### config.mk
export PLATFORM = sky130hd
export DESIGN_NAME = dctf_coef_gen
export DESIGN_NICKNAME = d
export VERILOG_FILES = /design/src/rtl/dctf_pkg.sv /design/src/rtl/dctf_coef_gen.sv
export SDC_FILE = /design/constraint.sdc
export NUM_CORES = 2
export LEC_CHECK = 0
export BUFFER_PORTS_ARGS = -buffer_cell sky130_fd_sc_hd__buf_2
export CORE_ASPECT_RATIO = 1.2
export CORE_MARGIN = 1
export CORE_UTILIZATION = 62
export CTS_BUF_LIST = sky130_fd_sc_hd__clkbuf_8
export CTS_CLUSTER_SIZE = 16
export DETAILED_ROUTE_END_ITERATION = 12
export PLACE_DENSITY = 0.82
export SETUP_SLACK_MARGIN = 0.15
export SYNTH_ARGS = -nofsm -noshare
export SYNTH_HDL_FRONTEND = slang
export SYNTH_SLANG_ARGS = --single-unit
### constraint.sdc
create_clock -name clk -period 7.4 [get_ports clk]
set_input_delay 1.11 -clock clk [delete_from_list [all_inputs] [get_ports clk]]
set_output_delay 1.11 -clock clk [all_outputs]
set_load 0.01 [all_outputs]
### src/rtl/dctf_pkg.sv
`timescale 1ns / 1ps

package dctf_pkg;

    localparam int FRAME_LEN_DEF = 64;
    localparam int MAX_COEFFS    = 64;

    localparam int SAMPLE_W = 16;
    localparam int COEF_W   = 18;
    localparam int ACC_W    = 48;
    localparam int COEFF_W  = 32;
    localparam int IDX_W    = 6;
    localparam int CNT_W    = 7;

    localparam logic [1:0] TYPE_I   = 2'd0;
    localparam logic [1:0] TYPE_II  = 2'd1;
    localparam logic [1:0] TYPE_OCT = 2'd2;

    localparam logic [1:0] REG_DCT_TYPE  = 2'd0;
    localparam logic [1:0] REG_SCALE     = 2'd1;
    localparam logic [1:0] REG_OUT_COUNT = 2'd2;

    localparam logic [1:0]       DCT_TYPE_RST  = TYPE_II;
    localparam logic             SCALE_RST     = 1'b1;
    localparam logic [CNT_W-1:0] OUT_COUNT_RST = 7'd64;

    localparam int    CORDIC_STEPS = 30;
    localparam longint CORDIC_GAIN = 64'sd652032874;

    typedef enum logic [1:0] {
        ST_IDLE,
        ST_MAC,
        ST_DUMP
    } state_t;

    typedef struct packed {
        logic                     valid;
        logic [IDX_W-1:0]         k;
        logic signed [COEF_W-1:0] coef;
    } coef_req_t;

    typedef struct packed {
        logic             start;
        logic [CNT_W-1:0] n;
    } dump_ctl_t;

    typedef struct packed {
        logic busy;
        logic done;
    } acc_stat_t;

    // arctangent table, 2^32 = one full turn
    function automatic longint atan_turn(input int k);
        longint r;
        case (k)
            0:       r = 536870912;
            1:       r = 316933406;
            2:       r = 167458907;
            3:       r = 85004756;
            4:       r = 42667331;
            5:       r = 21354465;
            6:       r = 10679838;
            7:       r = 5340245;
            8:       r = 2670163;
            9:       r = 1335087;
            10:      r = 667544;
            11:      r = 333772;
            12:      r = 166886;
            13:      r = 83443;
            14:      r = 41722;
            15:      r = 20861;
            16:      r = 10430;
            17:      r = 5215;
            18:      r = 2608;
            19:      r = 1304;
            20:      r = 652;
            21:      r = 326;
            22:      r = 163;
            23:      r = 81;
            24:      r = 41;
            25:      r = 20;
            26:      r = 10;
            27:      r = 5;
            28:      r = 3;
            29:      r = 1;
            default: r = 0;
        endcase
        return r;
    endfunction

    // Q30 cosine of a 32-bit phase
    function automatic logic signed [31:0] cos_q30(input logic [31:0] phase);
        longint x;
        longint y;
        longint z;
        longint dx;
        longint dy;
        logic signed [31:0] r;
        z = longint'({34'd0, phase[29:0]});
        x = CORDIC_GAIN;
        y = 0;
        for (int k = 0; k < CORDIC_STEPS; k++) begin
            dx = y >>> k;
            dy = x >>> k;
            if (z >= 0) begin
                x = x - dx;
                y = y + dy;
                z = z - atan_turn(k);
            end else begin
                x = x + dx;
                y = y - dy;
                z = z + atan_turn(k);
            end
        end
        case (phase[31:30])
            2'd0:    r = 32'(x);
            2'd1:    r = 32'(-y);
            2'd2:    r = 32'(-x);
            default: r = 32'(y);
        endcase
        return r;
    endfunction

    function automatic logic [63:0] isqrt64(input logic [63:0] val);
        logic [63:0] v;
        logic [63:0] res;
        logic [63:0] bit_m;
        v     = val;
        res   = 64'd0;
        bit_m = 64'd1 << 62;
        for (int s = 0; s < 32; s++) begin
            if (v >= res + bit_m) begin
                v   = v - (res + bit_m);
                res = (res >> 1) + bit_m;
            end else begin
                res = res >> 1;
            end
            bit_m = bit_m >> 2;
        end
        return res;
    endfunction

endpackage

### src/rtl/dctf_coef_gen.sv
`timescale 1ns / 1ps

module dctf_coef_gen #(
    parameter int FRAME_LEN = dctf_pkg::FRAME_LEN_DEF
) (
    input  logic                           clk,
    input  logic                           rst_n,
    input  logic                           start,
    input  logic [$clog2(FRAME_LEN)-1:0]   idx,
    input  logic [1:0]                     dct_type,
    input  logic                           scale,
    output dctf_pkg::coef_req_t            creq,
    output logic                           busy
);

    localparam int NACC  = (FRAME_LEN < dctf_pkg::MAX_COEFFS) ? FRAME_LEN : dctf_pkg::MAX_COEFFS;
    localparam int KW    = $clog2(NACC);
    localparam int IW    = $clog2(FRAME_LEN);
    localparam int TURN1 = 2 * (FRAME_LEN - 1);
    localparam int TURN2 = 4 * FRAME_LEN;
    localparam int MW    = $clog2(TURN2);
    localparam logic [KW-1:0] KMAX = KW'(NACC - 1);

    function automatic logic [TURN1*32-1:0] build_cos1();
        logic [TURN1*32-1:0] tab;
        logic [63:0]         ph;
        tab = '0;
        for (int m = 0; m < TURN1; m++) begin
            ph = (64'(m) << 32) / TURN1;
            tab[32*m +: 32] = dctf_pkg::cos_q30(ph[31:0]);
        end
        return tab;
    endfunction

    function automatic logic [TURN2*32-1:0] build_cos2();
        logic [TURN2*32-1:0] tab;
        logic [63:0]         ph;
        tab = '0;
        for (int m = 0; m < TURN2; m++) begin
            ph = (64'(m) << 32) / TURN2;
            tab[32*m +: 32] = dctf_pkg::cos_q30(ph[31:0]);
        end
        return tab;
    endfunction

    localparam logic [TURN1*32-1:0] COS1_TAB = build_cos1();
    localparam logic [TURN2*32-1:0] COS2_TAB = build_cos2();

    localparam logic [30:0] NORM_ONE   = 31'(dctf_pkg::isqrt64(64'd1 << 60));
    localparam logic [30:0] NORM_HALF  = 31'(dctf_pkg::isqrt64(64'd1 << 59));
    localparam logic [30:0] NORM_I_S   =
        31'(dctf_pkg::isqrt64((64'd1 << 61) / 64'(FRAME_LEN - 1)));
    localparam logic [30:0] NORM_II_S0 =
        31'(dctf_pkg::isqrt64((64'd1 << 60) / 64'(FRAME_LEN)));
    localparam logic [30:0] NORM_II_S  =
        31'(dctf_pkg::isqrt64((64'd1 << 61) / 64'(FRAME_LEN)));

    logic              sweep_reg, sweep_next;
    logic [KW-1:0]     k_reg, k_next;
    logic [MW-1:0]     m_reg, m_next;
    logic [MW-1:0]     step_reg;
    logic              endp_reg;

    logic              v1_reg, v2_reg, v3_reg;
    logic [KW-1:0]     k1_reg, k2_reg, k3_reg;
    logic signed [31:0] cos1_reg;
    logic [30:0]       norm1_reg;
    logic              sh1_reg, sh2_reg;
    logic signed [63:0] prod2_reg;
    logic signed [dctf_pkg::COEF_W-1:0] coef3_reg;

    logic              type1;
    logic              oct;
    logic signed [31:0] cos_sel;
    logic [30:0]       norm_sel;
    logic [MW:0]       msum;
    logic [MW:0]       turn;
    logic [MW:0]       m_wrap;
    logic              neg;
    logic [63:0]       mag;
    logic [63:0]       rnd;
    logic signed [dctf_pkg::COEF_W-1:0] coef_rnd;

    always_comb
    begin
        type1 = (dct_type == dctf_pkg::TYPE_I);
        oct   = (dct_type == dctf_pkg::TYPE_OCT);

        cos_sel = type1 ? COS1_TAB[32*m_reg +: 32] : COS2_TAB[32*m_reg +: 32];

        if (type1) begin
            norm_sel = scale ? NORM_I_S : NORM_ONE;
        end else if (k_reg == '0) begin
            norm_sel = scale ? NORM_II_S0 : (oct ? NORM_HALF : NORM_ONE);
        end else begin
            norm_sel = scale ? NORM_II_S : NORM_ONE;
        end

        msum   = {1'b0, m_reg} + {1'b0, step_reg};
        turn   = type1 ? (MW+1)'(TURN1) : (MW+1)'(TURN2);
        m_wrap = (msum >= turn) ? (msum - turn) : msum;

        sweep_next = sweep_reg;
        k_next     = k_reg;
        m_next     = m_reg;
        if (start) begin
            sweep_next = 1'b1;
            k_next     = '0;
            m_next     = '0;
        end else if (sweep_reg) begin
            k_next = k_reg + KW'(1);
            m_next = m_wrap[MW-1:0];
            if (k_reg == KMAX) begin
                sweep_next = 1'b0;
            end
        end

        neg = prod2_reg[63];
        mag = neg ? 64'(-prod2_reg) : 64'(prod2_reg);
        rnd = sh2_reg ? ((mag + (64'd1 << 44)) >> 45) : ((mag + (64'd1 << 43)) >> 44);
        coef_rnd = neg ? -$signed({1'b0, rnd[16:0]}) : $signed({1'b0, rnd[16:0]});
    end

    always_ff @(posedge clk or negedge rst_n)
    begin
        if (!rst_n) begin
            sweep_reg <= 1'b0;
            k_reg     <= '0;
            m_reg     <= '0;
            v1_reg    <= 1'b0;
            v2_reg    <= 1'b0;
            v3_reg    <= 1'b0;
        end else begin
            sweep_reg <= sweep_next;
            k_reg     <= k_next;
            m_reg     <= m_next;
            v1_reg    <= sweep_reg;
            v2_reg    <= v1_reg;
            v3_reg    <= v2_reg;
        end
    end

    always_ff @(posedge clk)
    begin
        if (start) begin
            step_reg <= type1 ? MW'(idx) : MW'({idx, 1'b1});
            endp_reg <= type1 && ((idx == '0) || (idx == IW'(FRAME_LEN - 1)));
        end
        k1_reg    <= k_reg;
        cos1_reg  <= cos_sel;
        norm1_reg <= norm_sel;
        sh1_reg   <= endp_reg;
        k2_reg    <= k1_reg;
        prod2_reg <= cos1_reg * $signed({1'b0, norm1_reg});
        sh2_reg   <= sh1_reg;
        k3_reg    <= k2_reg;
        coef3_reg <= coef_rnd;
    end

    assign creq.valid = v3_reg;
    assign creq.k     = dctf_pkg::IDX_W'(k3_reg);
    assign creq.coef  = coef3_reg;
    assign busy       = sweep_reg | v1_reg | v2_reg | v3_reg;

    a_start_idle: assert property (@(posedge clk) disable iff (!rst_n)
        start |-> !busy)
        else $error("sweep started while coefficient pipeline busy");

endmodule

==> results of run 1 <==
==> repair_timing <==
action,in CTS
resized for setup,245
cloned,1
buffers inserted,33
endpoints found under the setup margin,34
pin swaps,112
==> logic make-up after synthesis <==
kind of cell               count (synthesis)  synth area share (%)
AOI/OAI and AO/OA                       1609                  20.1
and+or+nand+nor                         1558                  14.6
buffers and inverters                   1480                  10.9
adders and majority gates               1255                  43.0
xor gates and xnor gates                 203                  3.49
DFF                                      168                  6.93
muxes                                     30                 0.891
==> synthesized netlist by cell type, drive strengths merged (86+ instances only) <==
| cell | instances |
|---|---|
| nor3 | 100 |
| xor2 | 88 |
| a21o | 86 |
| inv | 1059 |
| clkbuf | 342 |
| a31oi | 104 |
| xnor2 | 115 |
| and2 | 277 |
| nand2 | 555 |
| ha | 425 |
| fa | 830 |
| dfxtp | 142 |
| a21oi | 479 |
| nand3 | 110 |
| o21ai | 356 |
| nor2 | 332 |
==> layer usage <==
layer,GRT overflow,GRT usage (%)
met5,7,49.1
met4,1019,102
met3,64,78.7
met2,2331,111
met1,42,87.6
==> through the flow <==
stage | instance area (sq um) | std cells | setup TNS (ns) | hold slack [ns] | setup slack (ns)
global placement | 55700 | 7559 | -3.52 | 0.310 | -0.340
detailed placement | 55700 | 7559 | -10.75 | 0.312 | -0.766
CTS | 57300 | 7625 | -2.32 | 0.339 | -0.275
floorplan | 51100 | 6303 | 0 | 0.310 | 0.159
==> results.toml, run 1 <==
[floorplanning]
fp.dieW_microns = 264
start_util_pct = 62.9
rows = 114
die_y_microns = 316
num_io_pins = 38

[clock_tree]
hold_buffers = 0
cts_root_buf = "clkbuf_8"
cts-buffers-inserted = 17
clockBufferDepth = 2
clock-sinks = 168
cts_max_level = 4

[logic_synthesis]
async_reset_ff_share_pct = 10.7
synth_edf_count = 8
synth_area_leaders = "fa_1 33%, ha_1 10%, inv_1 7.8%"
ys_ff_latch = 168
synth_top_area_share_pct = 32.6
synth.largest_area_cell = "fa_1"
synth-main-ff-cell = "dfxtp_1"
ys_seq_area_share_pct = 6.93
syn_avg_cell_area_sq_um = 8.09
synthCells = 6303
ys_types = 97
ys.warnings.count = 0
syn_area_sq_um = 51000
syn-num-nets = 7570

[placement]
dpl.hpwl_microns = 217000
portBuffers = 37
gp_congestion = 1.26

[run_status]
lastStage = "5_1_grt"
status = "aborted with a tool error"
tool.error = "[ERROR GRT-0116] Global routing finished with congestion. Check the congestion regions in the DRC Viewer."

[global_routing]
grt_max_degree = 192
grt_pass1_vias = 74500
grt_pass1_wl_microns = 581000
grt_overflow = 3463
groute.usage.overall_pct = 92.9
==> run 2: changes to the inputs <==
CORE_ASPECT_RATIO = not set   (was 1.2)
CORE_UTILIZATION = 40   (was 62)
CTS_BUF_LIST = not set   (was sky130_fd_sc_hd__clkbuf_8)
CTS_CLUSTER_SIZE = not set   (was 16)
PLACE_DENSITY = not set   (was 0.82)
PLACE_DENSITY_LB_ADDON = 0.15   (was not set)
SETUP_SLACK_MARGIN = not set   (was 0.15)
clock period = 9.6 ns   (was 7.4 ns; I/O delays follow)
==> run 2 against run 1 <==
Compared with the run above:
- the flow now finishes, with violations (max-capacitance violations)
- synthesized area stayed put
- synthesized cell count stayed put
==> results.toml, run 2 <==
[layout]
final_common_cell = "inv_1"
area_delta_synth_final_pct = 6.03
largest_reg_flops = 63
nFillCells = 13000
final_cell_mix = "1,054 x inv_1, 830 x fa_1, 550 x nand2_1"
drive_gt1_share_pct = 6.29
nets = 7409
finalNonFillerCells = 7829

[clock_tree]
clockBufferDepth = 2
hold_buffers = 0
cts_root_buf = "clkbuf_16"
cts-resized-gates = 0
postCtsSetupRepairBufs = 0
cts-buffers-inserted = 17
cts_max_level = 4
cts.clk_slew.worst_paths_ns = 0.10
cts_tree = "done"
clock-sinks = 168
worstSkewPairLatency_ns = 0.55

[sta]
hold_viol = 0
setup_viol = 0
whs_ns = 0.307
timing.final.crit_share_pct = 93.7
finalCriticalPeriod_ns = 9.00
maxSlewHeadroom_pct = 1.45
fmax_mhz = 111
fin_skew_ns = 0.0237
rsz0062_at_grt = "false"
worstMarginPinSlew_ns = 1.47
slew_viol_final = 0
tns_ns = 0

[logic_synthesis]
synth_top_family_by_area = "adder cells"
synth_compound_area_share_pct = 20.1
ys.warnings.count = 0
ys_ff_latch = 168
syn_area_sq_um = 51000
yosys.area_share.simple_pct = 14.6
synthCells = 6303
yosys.cell_count.top_type = "inv_1"
syn_avg_cell_area_sq_um = 8.09
synth_top_area_share_pct = 32.6
async_reset_ff_share_pct = 10.7
ys_types = 97
syn-num-nets = 7570
ys_seq_area_share_pct = 6.93
synth-main-ff-cell = "dfxtp_1"
synth.largest_area_cell = "fa_1"
synth_edf_count = 8
synthAdderAreaFrac_pct = 43.0
synthXorXnorAreaFrac_pct = 3.49
synthMuxAreaShare_pct = 0.891
synth_area_leaders = "fa_1 33%, ha_1 10%, inv_1 7.8%"
synth_common_cells = "1,058 x inv_1, 830 x fa_1, 555 x nand2_1"

[floorplanning]
num_io_pins = 38
fp.dieW_microns = 359
core-area_sq_um = 126000
die_y_microns = 359
rows = 130
start_util_pct = 40.5
die_area_sq_um = 129000

[placement]
dpl.hpwl_microns = 221000
placed_cells = 7769
portBuffers = 37
gp_congestion = 1.07

[global_routing]
grt_max_degree = 115
grt_pass1_wl_microns = 402000
grt_pass1_vias = 50900
groute.usage.overall_pct = 44.4
grt_overflow = 0
antenna_found_initial = 32

[routing]
vias = 50600
drt_wl_total_microns = 286000
drt-initial-drc-count = 7237
routedWlPerCell_microns = 36.6
via_per_inst = 6.46
firstDrtPassIters = 8
final_antenna_net_count = 0
drc = 0

[critical_path]
cp.required_ns = 10.00
crit_fanout = 19
arrival_ns = 9.40
worstSetupPathType = "flop to flop"
critPathCaptureType = "flop"
cp-start-kind = "flop"

[min_path]
hp-class = "flop to flop"

[run_status]
violations = "max-capacitance violations"
status = "finished with violations"

[flow_run]
maxCapViolCount = 1
==> run 2: cell counts after synthesis <==
No cell type changed its count.
==> run 2: cells by family (layout without fill, tap and decap cells) <==
family | after synthesis | in the layout
buf+inv | 1480 | 1332
compound gates | 1609 | 1609
other cells | 0 | 24
fa+ha+maj | 1255 | 1255
simple gates | 1558 | 1558
mux | 30 | 30
xor+xnor | 203 | 203
flops | 168 | 168
==> run 2: worst max-delay path: stages (launching register included) <==
cell and delay, ns:
dfxtp_1 0.71, buf_4 0.34, and2_1 0.28, inv_1 0.19, fa_1 0.56, inv_1 0.05, fa_1 0.43, fa_1 0.56
inv_1 0.06, fa_1 0.51, inv_1 0.07, fa_1 0.49, fa_1 0.57, fa_1 0.44, fa_1 0.45, ha_1 0.36
nand3_1 0.14, nor2_1 0.22, nand2_1 0.08, nor2_1 0.13, a22oi_1 0.15, o21ai_0 0.51, o21ai_0 0.19, buf_4 0.19
o311a_1 0.36, o21ba_2 0.27, o311ai_0 0.39, xor2_1 0.11
==> run 2: area by class of cell <==
| cell class | count | area (sq um) | area share [%] |
|---|---|---|---|
| antenna | 24 | 60.1 | 0.111 |
| clock buffer | 19 | 443 | 0.819 |
| clock inverter | 13 | 123 | 0.227 |
| inverter | 1061 | 3980 | 7.37 |
| multi-input combinational | 4655 | 42000 | 77.8 |
| sequential | 168 | 3560 | 6.58 |
| tap | 1650 | 2060 | 3.82 |
| timing repair buffer | 239 | 1790 | 3.32 |
==> run 2: worst paths after layout <==
kind                                                from                    end  slack [ns]  depth (start not counted)
min in group asynchronous                          rst_n       v2_reg$_DFF_PN0_        0.84                          1
worst max-delay path            norm1_reg[20]$_SDFF_PP0_  prod2_reg[60]$_DFF_P_        0.60                         27
worst min register to register           sh1_reg$_DFF_P_        sh2_reg$_DFF_P_        0.31                          0
worst max register to register  norm1_reg[20]$_SDFF_PP0_  prod2_reg[60]$_DFF_P_        0.60                         27
worst min-delay path                     sh1_reg$_DFF_P_        sh2_reg$_DFF_P_        0.31                          0
max in group asynchronous                          rst_n   m_reg[4]$_DFFE_PN0P_        8.41                          1
==> run 2: metrics by stage <==
stage	util, %	setup slack, ns	instance area, sq um
floorplan	-	1.53	51000
global placement	42.3	0.837	53300
detailed placement	42.3	0.752	53300
CTS	42.8	0.698	53900
global route	42.8	0.206	54000
finish	42.9	0.605	54100
==> run 2: routing by layer <==
metal / vias to the layer above / track usage, % / share of wire [%]
li1: 20700 / - / -
met1: 25100 / 53.7 / 37
met2: 3565 / 65.9 / 43
met3: 1156 / 13.4 / 10
met4: 22 / 35.0 / 9.4
met5: - / 0 / 0.073
Power of run 2 is not shown: default switching activity piles up to over one toggle a cycle in this logic, so the estimate is an artifact.
