## src/rtl/dctf_pkg.sv

```systemverilog
`timescale 1ns / 1ps

package dctf_pkg;

    localparam int FRAME_LEN_DEF = 64;
    localparam int MAX_COEFFS    = 64;

    localparam int SAMPLE_W = 16;
    localparam int COEF_W   = 18;
    localparam int ACC_W    = 48;
    localparam int COEFF_W  = 32;
    localparam int IDX_W    = 6;
    localparam int CNT_W    = 7;

    localparam logic [1:0] TYPE_I   = 2'd0;
    localparam logic [1:0] TYPE_II  = 2'd1;
    localparam logic [1:0] TYPE_OCT = 2'd2;

    localparam logic [1:0] REG_DCT_TYPE  = 2'd0;
    localparam logic [1:0] REG_SCALE     = 2'd1;
    localparam logic [1:0] REG_OUT_COUNT = 2'd2;

    localparam logic [1:0]       DCT_TYPE_RST  = TYPE_II;
    localparam logic             SCALE_RST     = 1'b1;
    localparam logic [CNT_W-1:0] OUT_COUNT_RST = 7'd64;

    localparam int    CORDIC_STEPS = 30;
    localparam longint CORDIC_GAIN = 64'sd652032874;

    typedef enum logic [1:0] {
        ST_IDLE,
        ST_MAC,
        ST_DUMP
    } state_t;

    typedef struct packed {
        logic                     valid;
        logic [IDX_W-1:0]         k;
        logic signed [COEF_W-1:0] coef;
    } coef_req_t;

    typedef struct packed {
        logic             start;
        logic [CNT_W-1:0] n;
    } dump_ctl_t;

    typedef struct packed {
        logic busy;
        logic done;
    } acc_stat_t;

    // arctangent table, 2^32 = one full turn
    function automatic longint atan_turn(input int k);
        longint r;
        case (k)
            0:       r = 536870912;
            1:       r = 316933406;
            2:       r = 167458907;
            3:       r = 85004756;
            4:       r = 42667331;
            5:       r = 21354465;
            6:       r = 10679838;
            7:       r = 5340245;
            8:       r = 2670163;
            9:       r = 1335087;
            10:      r = 667544;
            11:      r = 333772;
            12:      r = 166886;
            13:      r = 83443;
            14:      r = 41722;
            15:      r = 20861;
            16:      r = 10430;
            17:      r = 5215;
            18:      r = 2608;
            19:      r = 1304;
            20:      r = 652;
            21:      r = 326;
            22:      r = 163;
            23:      r = 81;
            24:      r = 41;
            25:      r = 20;
            26:      r = 10;
            27:      r = 5;
            28:      r = 3;
            29:      r = 1;
            default: r = 0;
        endcase
        return r;
    endfunction

    // Q30 cosine of a 32-bit phase
    function automatic logic signed [31:0] cos_q30(input logic [31:0] phase);
        longint x;
        longint y;
        longint z;
        longint dx;
        longint dy;
        logic signed [31:0] r;
        z = longint'({34'd0, phase[29:0]});
        x = CORDIC_GAIN;
        y = 0;
        for (int k = 0; k < CORDIC_STEPS; k++) begin
            dx = y >>> k;
            dy = x >>> k;
            if (z >= 0) begin
                x = x - dx;
                y = y + dy;
                z = z - atan_turn(k);
            end else begin
                x = x + dx;
                y = y - dy;
                z = z + atan_turn(k);
            end
        end
        case (phase[31:30])
            2'd0:    r = 32'(x);
            2'd1:    r = 32'(-y);
            2'd2:    r = 32'(-x);
            default: r = 32'(y);
        endcase
        return r;
    endfunction

    function automatic logic [63:0] isqrt64(input logic [63:0] val);
        logic [63:0] v;
        logic [63:0] res;
        logic [63:0] bit_m;
        v     = val;
        res   = 64'd0;
        bit_m = 64'd1 << 62;
        for (int s = 0; s < 32; s++) begin
            if (v >= res + bit_m) begin
                v   = v - (res + bit_m);
                res = (res >> 1) + bit_m;
            end else begin
                res = res >> 1;
            end
            bit_m = bit_m >> 2;
        end
        return res;
    endfunction

endpackage

```

## src/rtl/dctf_acc_core.sv

```systemverilog
`timescale 1ns / 1ps

module dctf_acc_core #(
    parameter int FRAME_LEN = dctf_pkg::FRAME_LEN_DEF
) (
    input  logic                                  clk,
    input  logic                                  rst_n,
    input  dctf_pkg::coef_req_t                   creq,
    input  logic signed [dctf_pkg::SAMPLE_W-1:0]  sample,
    input  dctf_pkg::dump_ctl_t                   dump,
    output dctf_pkg::acc_stat_t                   stat,
    output logic signed [dctf_pkg::COEFF_W-1:0]   coeff,
    output logic [dctf_pkg::IDX_W-1:0]            coeff_index,
    output logic                                  last,
    output logic                                  out_valid,
    input  logic                                  out_stall
);

    localparam int NACC  = (FRAME_LEN < dctf_pkg::MAX_COEFFS) ? FRAME_LEN : dctf_pkg::MAX_COEFFS;
    localparam int KW    = $clog2(NACC);
    localparam int ACC_W = dctf_pkg::ACC_W;
    localparam int PW    = dctf_pkg::SAMPLE_W + dctf_pkg::COEF_W;
    localparam int CNT_W = dctf_pkg::CNT_W;

    logic signed [ACC_W-1:0] acc_mem [NACC];

    logic [NACC-1:0]         valid_reg, valid_next;
    logic signed [ACC_W-1:0] rd_data_reg;
    logic                    rd_vld_reg;
    logic signed [PW-1:0]    mprod_reg;
    logic [KW-1:0]           wk_reg;
    logic                    wv_reg;

    logic                    dump_active_reg, dump_active_next;
    logic [KW-1:0]           dump_k_reg, dump_k_next;
    logic [CNT_W-1:0]        dump_n_reg;
    logic                    out_valid_reg, out_valid_next;
    logic [KW-1:0]           out_idx_reg;
    logic                    out_last_reg;

    logic                    dump_issue;
    logic                    dump_last;
    logic                    out_take;
    logic                    rd_en;
    logic [KW-1:0]           rd_addr;
    logic signed [ACC_W-1:0] acc_cur;
    logic signed [ACC_W-1:0] wsum;
    logic signed [ACC_W:0]   rsum;
    logic signed [ACC_W-8:0] rsh;
    logic [ACC_W-8:31]       rhi;

    always_comb
    begin
        dump_issue = dump_active_reg && (!out_valid_reg || !out_stall);
        dump_last  = (CNT_W'(dump_k_reg) + CNT_W'(1)) == dump_n_reg;
        out_take   = out_valid_reg && !out_stall;
        rd_en      = creq.valid || dump_issue;
        rd_addr    = creq.valid ? creq.k[KW-1:0] : dump_k_reg;
        acc_cur    = rd_vld_reg ? rd_data_reg : '0;
        wsum       = acc_cur + ACC_W'(mprod_reg);

        valid_next = valid_reg;
        if (wv_reg) begin
            valid_next[wk_reg] = 1'b1;
        end
        if (out_take && out_last_reg) begin
            valid_next = '0;
        end

        dump_active_next = dump_active_reg;
        dump_k_next      = dump_k_reg;
        if (dump.start) begin
            dump_active_next = 1'b1;
            dump_k_next      = '0;
        end else if (dump_issue) begin
            dump_k_next = dump_k_reg + KW'(1);
            if (dump_last) begin
                dump_active_next = 1'b0;
            end
        end

        out_valid_next = out_valid_reg;
        if (dump_issue) begin
            out_valid_next = 1'b1;
        end else if (out_take) begin
            out_valid_next = 1'b0;
        end

        // round, then clip to 32 bits
        rsum = (ACC_W+1)'(acc_cur) + (ACC_W+1)'(128);
        rsh  = rsum[ACC_W:8];
        rhi  = rsh[ACC_W-8:31];
        if ((rhi == '0) || (rhi == '1)) begin
            coeff = rsh[31:0];
        end else if (rsh[ACC_W-8]) begin
            coeff = 32'sh8000_0000;
        end else begin
            coeff = 32'sh7FFF_FFFF;
        end
    end

    always_ff @(posedge clk or negedge rst_n)
    begin
        if (!rst_n) begin
            valid_reg       <= '0;
            wv_reg          <= 1'b0;
            dump_active_reg <= 1'b0;
            dump_k_reg      <= '0;
            out_valid_reg   <= 1'b0;
        end else begin
            valid_reg       <= valid_next;
            wv_reg          <= creq.valid;
            dump_active_reg <= dump_active_next;
            dump_k_reg      <= dump_k_next;
            out_valid_reg   <= out_valid_next;
        end
    end

    always_ff @(posedge clk)
    begin
        if (wv_reg) begin
            acc_mem[wk_reg] <= wsum;
        end
        if (rd_en) begin
            rd_data_reg <= acc_mem[rd_addr];
            rd_vld_reg  <= valid_reg[rd_addr];
        end
    end

    always_ff @(posedge clk)
    begin
        if (creq.valid) begin
            mprod_reg <= sample * creq.coef;
            wk_reg    <= creq.k[KW-1:0];
        end
        if (dump.start) begin
            dump_n_reg <= dump.n;
        end
        if (dump_issue) begin
            out_idx_reg  <= dump_k_reg;
            out_last_reg <= dump_last;
        end
    end

    assign coeff_index = dctf_pkg::IDX_W'(out_idx_reg);
    assign last        = out_last_reg;
    assign out_valid   = out_valid_reg;
    assign stat.busy   = wv_reg;
    assign stat.done   = out_take && out_last_reg;

    a_no_mac_in_dump: assert property (@(posedge clk) disable iff (!rst_n)
        !(wv_reg && dump_active_reg))
        else $error("accumulator write during readout");

endmodule

```

## config.mk

```make
export PLATFORM = sky130hd
export DESIGN_NAME = dctf_acc_core
export DESIGN_NICKNAME = d
export VERILOG_FILES = /design/src/rtl/dctf_pkg.sv /design/src/rtl/dctf_acc_core.sv
export SDC_FILE = /design/constraint.sdc
export NUM_CORES = 2
export LEC_CHECK = 0
export BUFFER_PORTS_ARGS = -buffer_cell sky130_fd_sc_hd__buf_2
export CORE_ASPECT_RATIO = 1.5
export CORE_MARGIN = 2
export CORE_UTILIZATION = 40
export DETAILED_ROUTE_END_ITERATION = 6
export GPL_TIMING_DRIVEN = 0
export SETUP_SLACK_MARGIN = 0.05
export SLEW_MARGIN = 20
export SYNTH_ARGS = -nofsm -noshare
export SYNTH_HDL_FRONTEND = slang
export SYNTH_SLANG_ARGS = --single-unit
```

## constraint.sdc

```tcl
create_clock -name clk -period 7 [get_ports clk]
set_input_delay 0.35 -clock clk [delete_from_list [all_inputs] [get_ports clk]]
set_output_delay 0.35 -clock clk [all_outputs]
set_load 0.01 [all_outputs]
```

# Word-level counts from Yosys, hierarchy flattened
# Memory sizes are Yosys's and may differ from the RTL's. A register that Yosys moved wholly into a read port is not among the register bits.
# Index checks and enable logic that the tools add are counted.
[totals]
romBits = 0
elab_cells = 57
ramBits = 3072
ff_bits = 128
inputBits = 52
n_memories = 1
latch_bits = 0
[op_classes]
n_reduce_logical = 15
shift = 0
add_sub_neg = 4
magnitude_cmp = 3
bitwise_logic = 1
multipliers = 1
muxes = 19
eq_ne = 2
div = 0
[memory_table]
columns = ["memory", "depth", "word_bits", "rd", "rd_clocked_by_memory_dff", "write_ports", "line_no", "rtl"]
rows = [
  ["acc_mem", 64, 48, 1, 1, 1, "dctf_acc_core.sv:25", "logic signed [ACC_W-1:0] acc_mem [NACC];"],
]
[ops]
columns = ["cell", "count"]
rows = [
  ["$mux W64", 2],
  ["$mux W32", 2],
  ["$or A64 B64 Y64", 1],
  ["$add A48 B9 Y49 const B", 1],
  ["$add A48 B34 Y48", 1],
  ["$mux W48", 1],
  ["$mul A16 B18 Y34", 1],
  ["$mux W6", 3],
  ["$lt A6 B7 Y1 const B", 2],
  ["$eq A10 B10 Y1 const B", 1],
  ["$logic_not A10 Y1", 1],
  ["$mux W1", 9],
  ["$reduce_bool A2 Y1", 4],
  ["$add A6 B1 Y7 const B", 1],
  ["$eq A7 B7 Y1", 1],
  ["$add A6 B1 Y6 const B", 1],
  ["$bmux W1 S6", 1],
  ["$demux W1 S6", 1],
  ["$ge A6 B1 Y1 const B", 1],
  ["$logic_and A1 B1 Y1", 4],
  ["$logic_or A1 B1 Y1", 3],
  ["$logic_not A1 Y1", 2],
  ["$reduce_and A2 Y1", 1],
]

# Logic depth before layout (Yosys ltp)
[logic_depth]
ltp_word = 7
depth_mapped = 26

# Worst setup path after synthesis
# OpenSTA, ideal clock, no wires.
[synth_path]
path_kind = "reg-to-reg"
startpoint = "reg rd_vld_reg"
endpoint = "mem acc_mem[0][41] (data pin)"
arrival_ps = 6242
stages_incl_launch_ff = 17
path_slack_ps = 37
required_ps = 6278
period_less_slack_ps = 6963
n_path_buf = 5
path_cell_list = "edfxtp_1 -> buf_4 -> buf_2 -> clkbuf_1 -> clkbuf_1 -> clkbuf_1 -> and2_1 -> ha_1 -> and4_4 -> and2_4 -> a221o_1 -> a32o_1 -> a41o_2 -> a211o_1 -> o2111ai_2 -> o21ai_0 -> a211oi_1"
[synth_between]
elab_chain_len = 2
[synth_rtl]
columns = ["element", "line_no", "rtl"]
rows = [
  ["from (decl)", "dctf_acc_core.sv:29", "logic rd_vld_reg;"],
  ["from (signal assigned)", "dctf_acc_core.sv:126", "rd_vld_reg <= valid_reg[rd_addr];"],
  ["$mux W48", "dctf_acc_core.sv:59", "acc_cur = rd_vld_reg ? rd_data_reg : '0;"],
  ["$add A48 B34 Y48", "dctf_acc_core.sv:60", "wsum = acc_cur + ACC_W'(mprod_reg);"],
  ["via wsum[41]", "dctf_acc_core.sv:47", "logic signed [ACC_W-1:0] wsum;"],
  ["to (decl)", "dctf_acc_core.sv:25", ""],
]
# The timed path passes the listed nets, and every way through them passes these cells.

# Worst setup path after layout
[layout_path]
startpoint = "in sample[4] (netlist bit)"
endpoint = "reg mprod_reg[30] (data pin)"
[layout_between]
elab_chain_len = 1
[layout_rtl]
columns = ["element", "line_no", "rtl"]
rows = [
  ["from (decl)", "dctf_acc_core.sv:9", "input logic signed [dctf_pkg::SAMPLE_W-1:0] sample,"],
  ["$mul A16 B18 Y34", "dctf_acc_core.sv:133", "mprod_reg <= sample * creq.coef;"],
  ["to (signal assigned)", "dctf_acc_core.sv:133", ""],
  ["to (decl)", "dctf_acc_core.sv:30", "logic signed [PW-1:0] mprod_reg;"],
]
# No other way between the ends.
# A chain may end at the register's enable or synchronous reset.

==> run_results.csv <==
group,metric,value,unit
run_status,status,"completed",
global_routing,grt_pass1_wl,591.6,mm
worst_setup_path,critPathArrivalTime,7.27,ns
synth,syn_nets,8234,
worst_setup_path,reg2reg_from,"rd_vld_reg",
floorplanning,die_x,484.5,um
place,dp_cells,12780,
synth,yosys_warnings,0,
synth,post_synth_main_area_contributors,"edfxtp_1 69%, mux4_2 13%, fa_1 4.2%",
power,p_leak,55.13,nW
synth,synth_cell_type_count,82,
synth,syn_avg_cell_area,17.86,um^2
sta,fmax,0.1493,GHz
sta,fin_worst_skew,0.06809,ns
drt,wl_per_cell,31.46,um
power,ir_drop,0.6535,mV
sta,slew_violations,0,
worst_setup_path,cp_max_fo,10,
final_layout,fin_cells,13360,
place,numPortBuffers,87,
global_routing,antenna_found_initial,21,
final_layout,fin_util,47.49,%
sta,period_minus_slack,6.698,ns
drt,via_count,76260,
synth,yosys.area.top_type,"edfxtp_1",
power,power_density,451.8,nW/um^2
drt,firstDrtPassIters,6,
synth,ys_ff_latch,3248,
worst_setup_path,reg2reg_depth,18,
sta,finalCritPeriodShare,95.68,%
sta,setup_viol,0,
clock_tree,clk_root_buffer_cell,"clkbuf_16",
sta,rsz0062_at_grt,"no",
drt,drtAntennaViolNets,0,
global_routing,track_usage,23.77,%
global_routing,grt_max_degree,43,
floorplanning,start_util,40.21,%
final_layout,areaGrowthSynthToFinish,18.09,%
floorplanning,die_y,724.8,um
drt,via_per_inst,5.709,
clock_tree,clk_latency,0.91,ns
synth,yosysTopAreaCellShare,68.82,%
run,max_cap_viol_count,0,
sta,hold_violations,0,
worst_hold_path,hp-class,"in -> async",
worst_setup_path,cp.required,7.57,ns
sta,max_slew_margin,10.66,%
floorplanning,die-area,351200,um^2
drt,drc,0,
place,place.gp.congestion,0.9360,
floorplanning,pin_count,94,
synth,yosysMostFrequentCell,"edfxtp_1",
clock_tree,tritoncts,"yes",
global_routing,grt_pass1_vias,79040,
clock_tree,clock_sinks,3248,
clock_tree,htreeDepth,5,
worst_setup_path,crit_type,"in -> reg",
synth,synthArstFlopShare,2.248,%
global_routing,overflow,0,
place,hpwl,308.5,mm
final_layout,largest_reg_flops,3072,
synth,seq_area_frac_synth,70.14,%
clock_tree,cts_buffers,307,
drt,postRouteWirelength,420.3,mm
synth,ys.flop_type,"edfxtp_1",
floorplanning,rows,264,
synth,syn_area,138500,um^2
worst_setup_path,worst_setup_path_end_kind,"register",
synth,synth_common_cells,"3,175 x edfxtp_1, 1,004 x nand2_1, 784 x mux4_2",
synth,synth_edf_count,3175,
drt,drt_iter0_markers,8290,
synth,syn_inst,7756,
floorplanning,core_area,344500,um^2
worst_setup_path,ff2ff_setup_slack,0.59,ns
worst_setup_path,start_kind,"input pin",
clock_tree,ctsLongestPathBuffers,4,
final_layout,drive_above_1_share,24.57,%
worst_setup_path,r2r_end,"acc_mem[2][43]",
clock_tree,clk_pin_slew,0.07,ns
final_layout,nNetsFinal,9061,
sta,tightest_slew,1.331,ns
==> layer usage <==
metal | wire, um | share of wire, % | track usage, %
met3 | 28730 | 6.8 | 3.673
met5 | 53 | 0.013 | 0
met1 | 142100 | 34 | 26.94
met4 | 36550 | 8.7 | 17.15
met2 | 212900 | 51 | 40.88
==> layout by cell type (no fill, tap or decap), types with 92 or more instances in the layout <==
cell       netlist  routed
clkbuf_16        0     319
nor2_1         262     200
ha_1           135     134
buf_12           0      98
clkbuf_1       281     271
edfxtp_1      3175    3175
buf_6            2      92
a311oi_2         0     119
nand3_1        230     230
buf_4            7      95
fa_1           291     291
inv_1          354     353
and2_1         171     171
buf_2           90     175
buf_16           0      93
nand2_1       1004    1004
a21oi_1        137     135
and3_1         109     109
mux4_2         784     784
==> critical path: stages <==
cell and delay [ns]:
buf_2 0.21, clkbuf_2 0.30, and2_1 0.24, fa_1 0.55
inv_1 0.06, fa_1 0.46, fa_1 0.52, inv_1 0.06
fa_1 0.53, fa_1 0.51, inv_1 0.05, fa_1 0.48
inv_1 0.04, ha_1 0.32, nand3_1 0.11, o31ai_1 0.50
a41o_1 0.41, a31o_2 0.26, o221ai_1 0.22, o21bai_1 0.17
a21oi_1 0.09, xnor2_1 0.80
==> per-stage QoR <==
step / cell area, um^2 / power, mW / hold slack, ns / TNS [ns] / setup WS [ns]
finish: 163600 / 73.91 / 0.05618 / 0 / 0.3021
global route: 163600 / 76.87 / 0.07402 / 0 / 0.06165
CTS: 163500 / 74.22 / 0.03244 / 0 / 0.05459
detailed placement: 153300 / 57.12 / 0.3714 / -7.544 / -1.730
global placement: 144600 / 52.28 / 0.4375 / - / -4.960
floorplan: 138500 / 42.77 / 0.05441 / 0 / 0.5295
==> kinds of logic after synthesis <==
kind of cell	synth area share, %
AOI/OAI and AO/OA	2.498
xor gates and xnor gates	0.7650
adders and majority gates	5.424
buffers and inverters	2.192
DFF	70.14
muxes	12.83
and+or+nand+nor	6.151
==> cell type report <==
class                           count  area [um^2]
Inverter                          354         1329
Multi-Input combinational cell   3740        40100
Sequential cell                  3248        97170
Tap cell                         4522         5658
Buffer                            406         1738
Fill cell                       28540       180900
Antenna cell                        9        22.52
Timing Repair Buffer              526         7612
Clock inverter                    177         1669
Clock buffer                      376         8307
==> repair_timing <==
action / 4_1_cts / 5_1_grt
buffers inserted: 2 / 1
endpoints found under the setup margin: 34 / 5
endpoints found under the hold margin: 120 / 0
pin swaps: 2 / 1
hold buffers: 19 / 0
gates resized for setup: 20 / 16
==> how the worst max path moves through the flow <==
stage / startpoint / end / slack (ns) / cells after the start
2_1_floorplan: sample[7] / mprod_reg[31] / 0.53 / 23
3_3_place_gp: rd_vld_reg / acc_mem[22][31] / -4.96 / 17
3_5_place_dp: sample[8] / mprod_reg[33] / -1.73 / 23
4_1_cts: creq[12] / mprod_reg[33] / 0.05 / 23
5_1_grt: rd_vld_reg / coeff[28] / 0.06 / 19
6_report: sample[4] / mprod_reg[30] / 0.30 / 22
==> report_power, final <==
group          switching, mW  leakage [nW]  internal [mW]
combinational           18.7          20.6           9.53
sequential             0.260          29.7           28.6
clock                   7.35          4.87           9.46
Power figures use the tool's default switching activity.
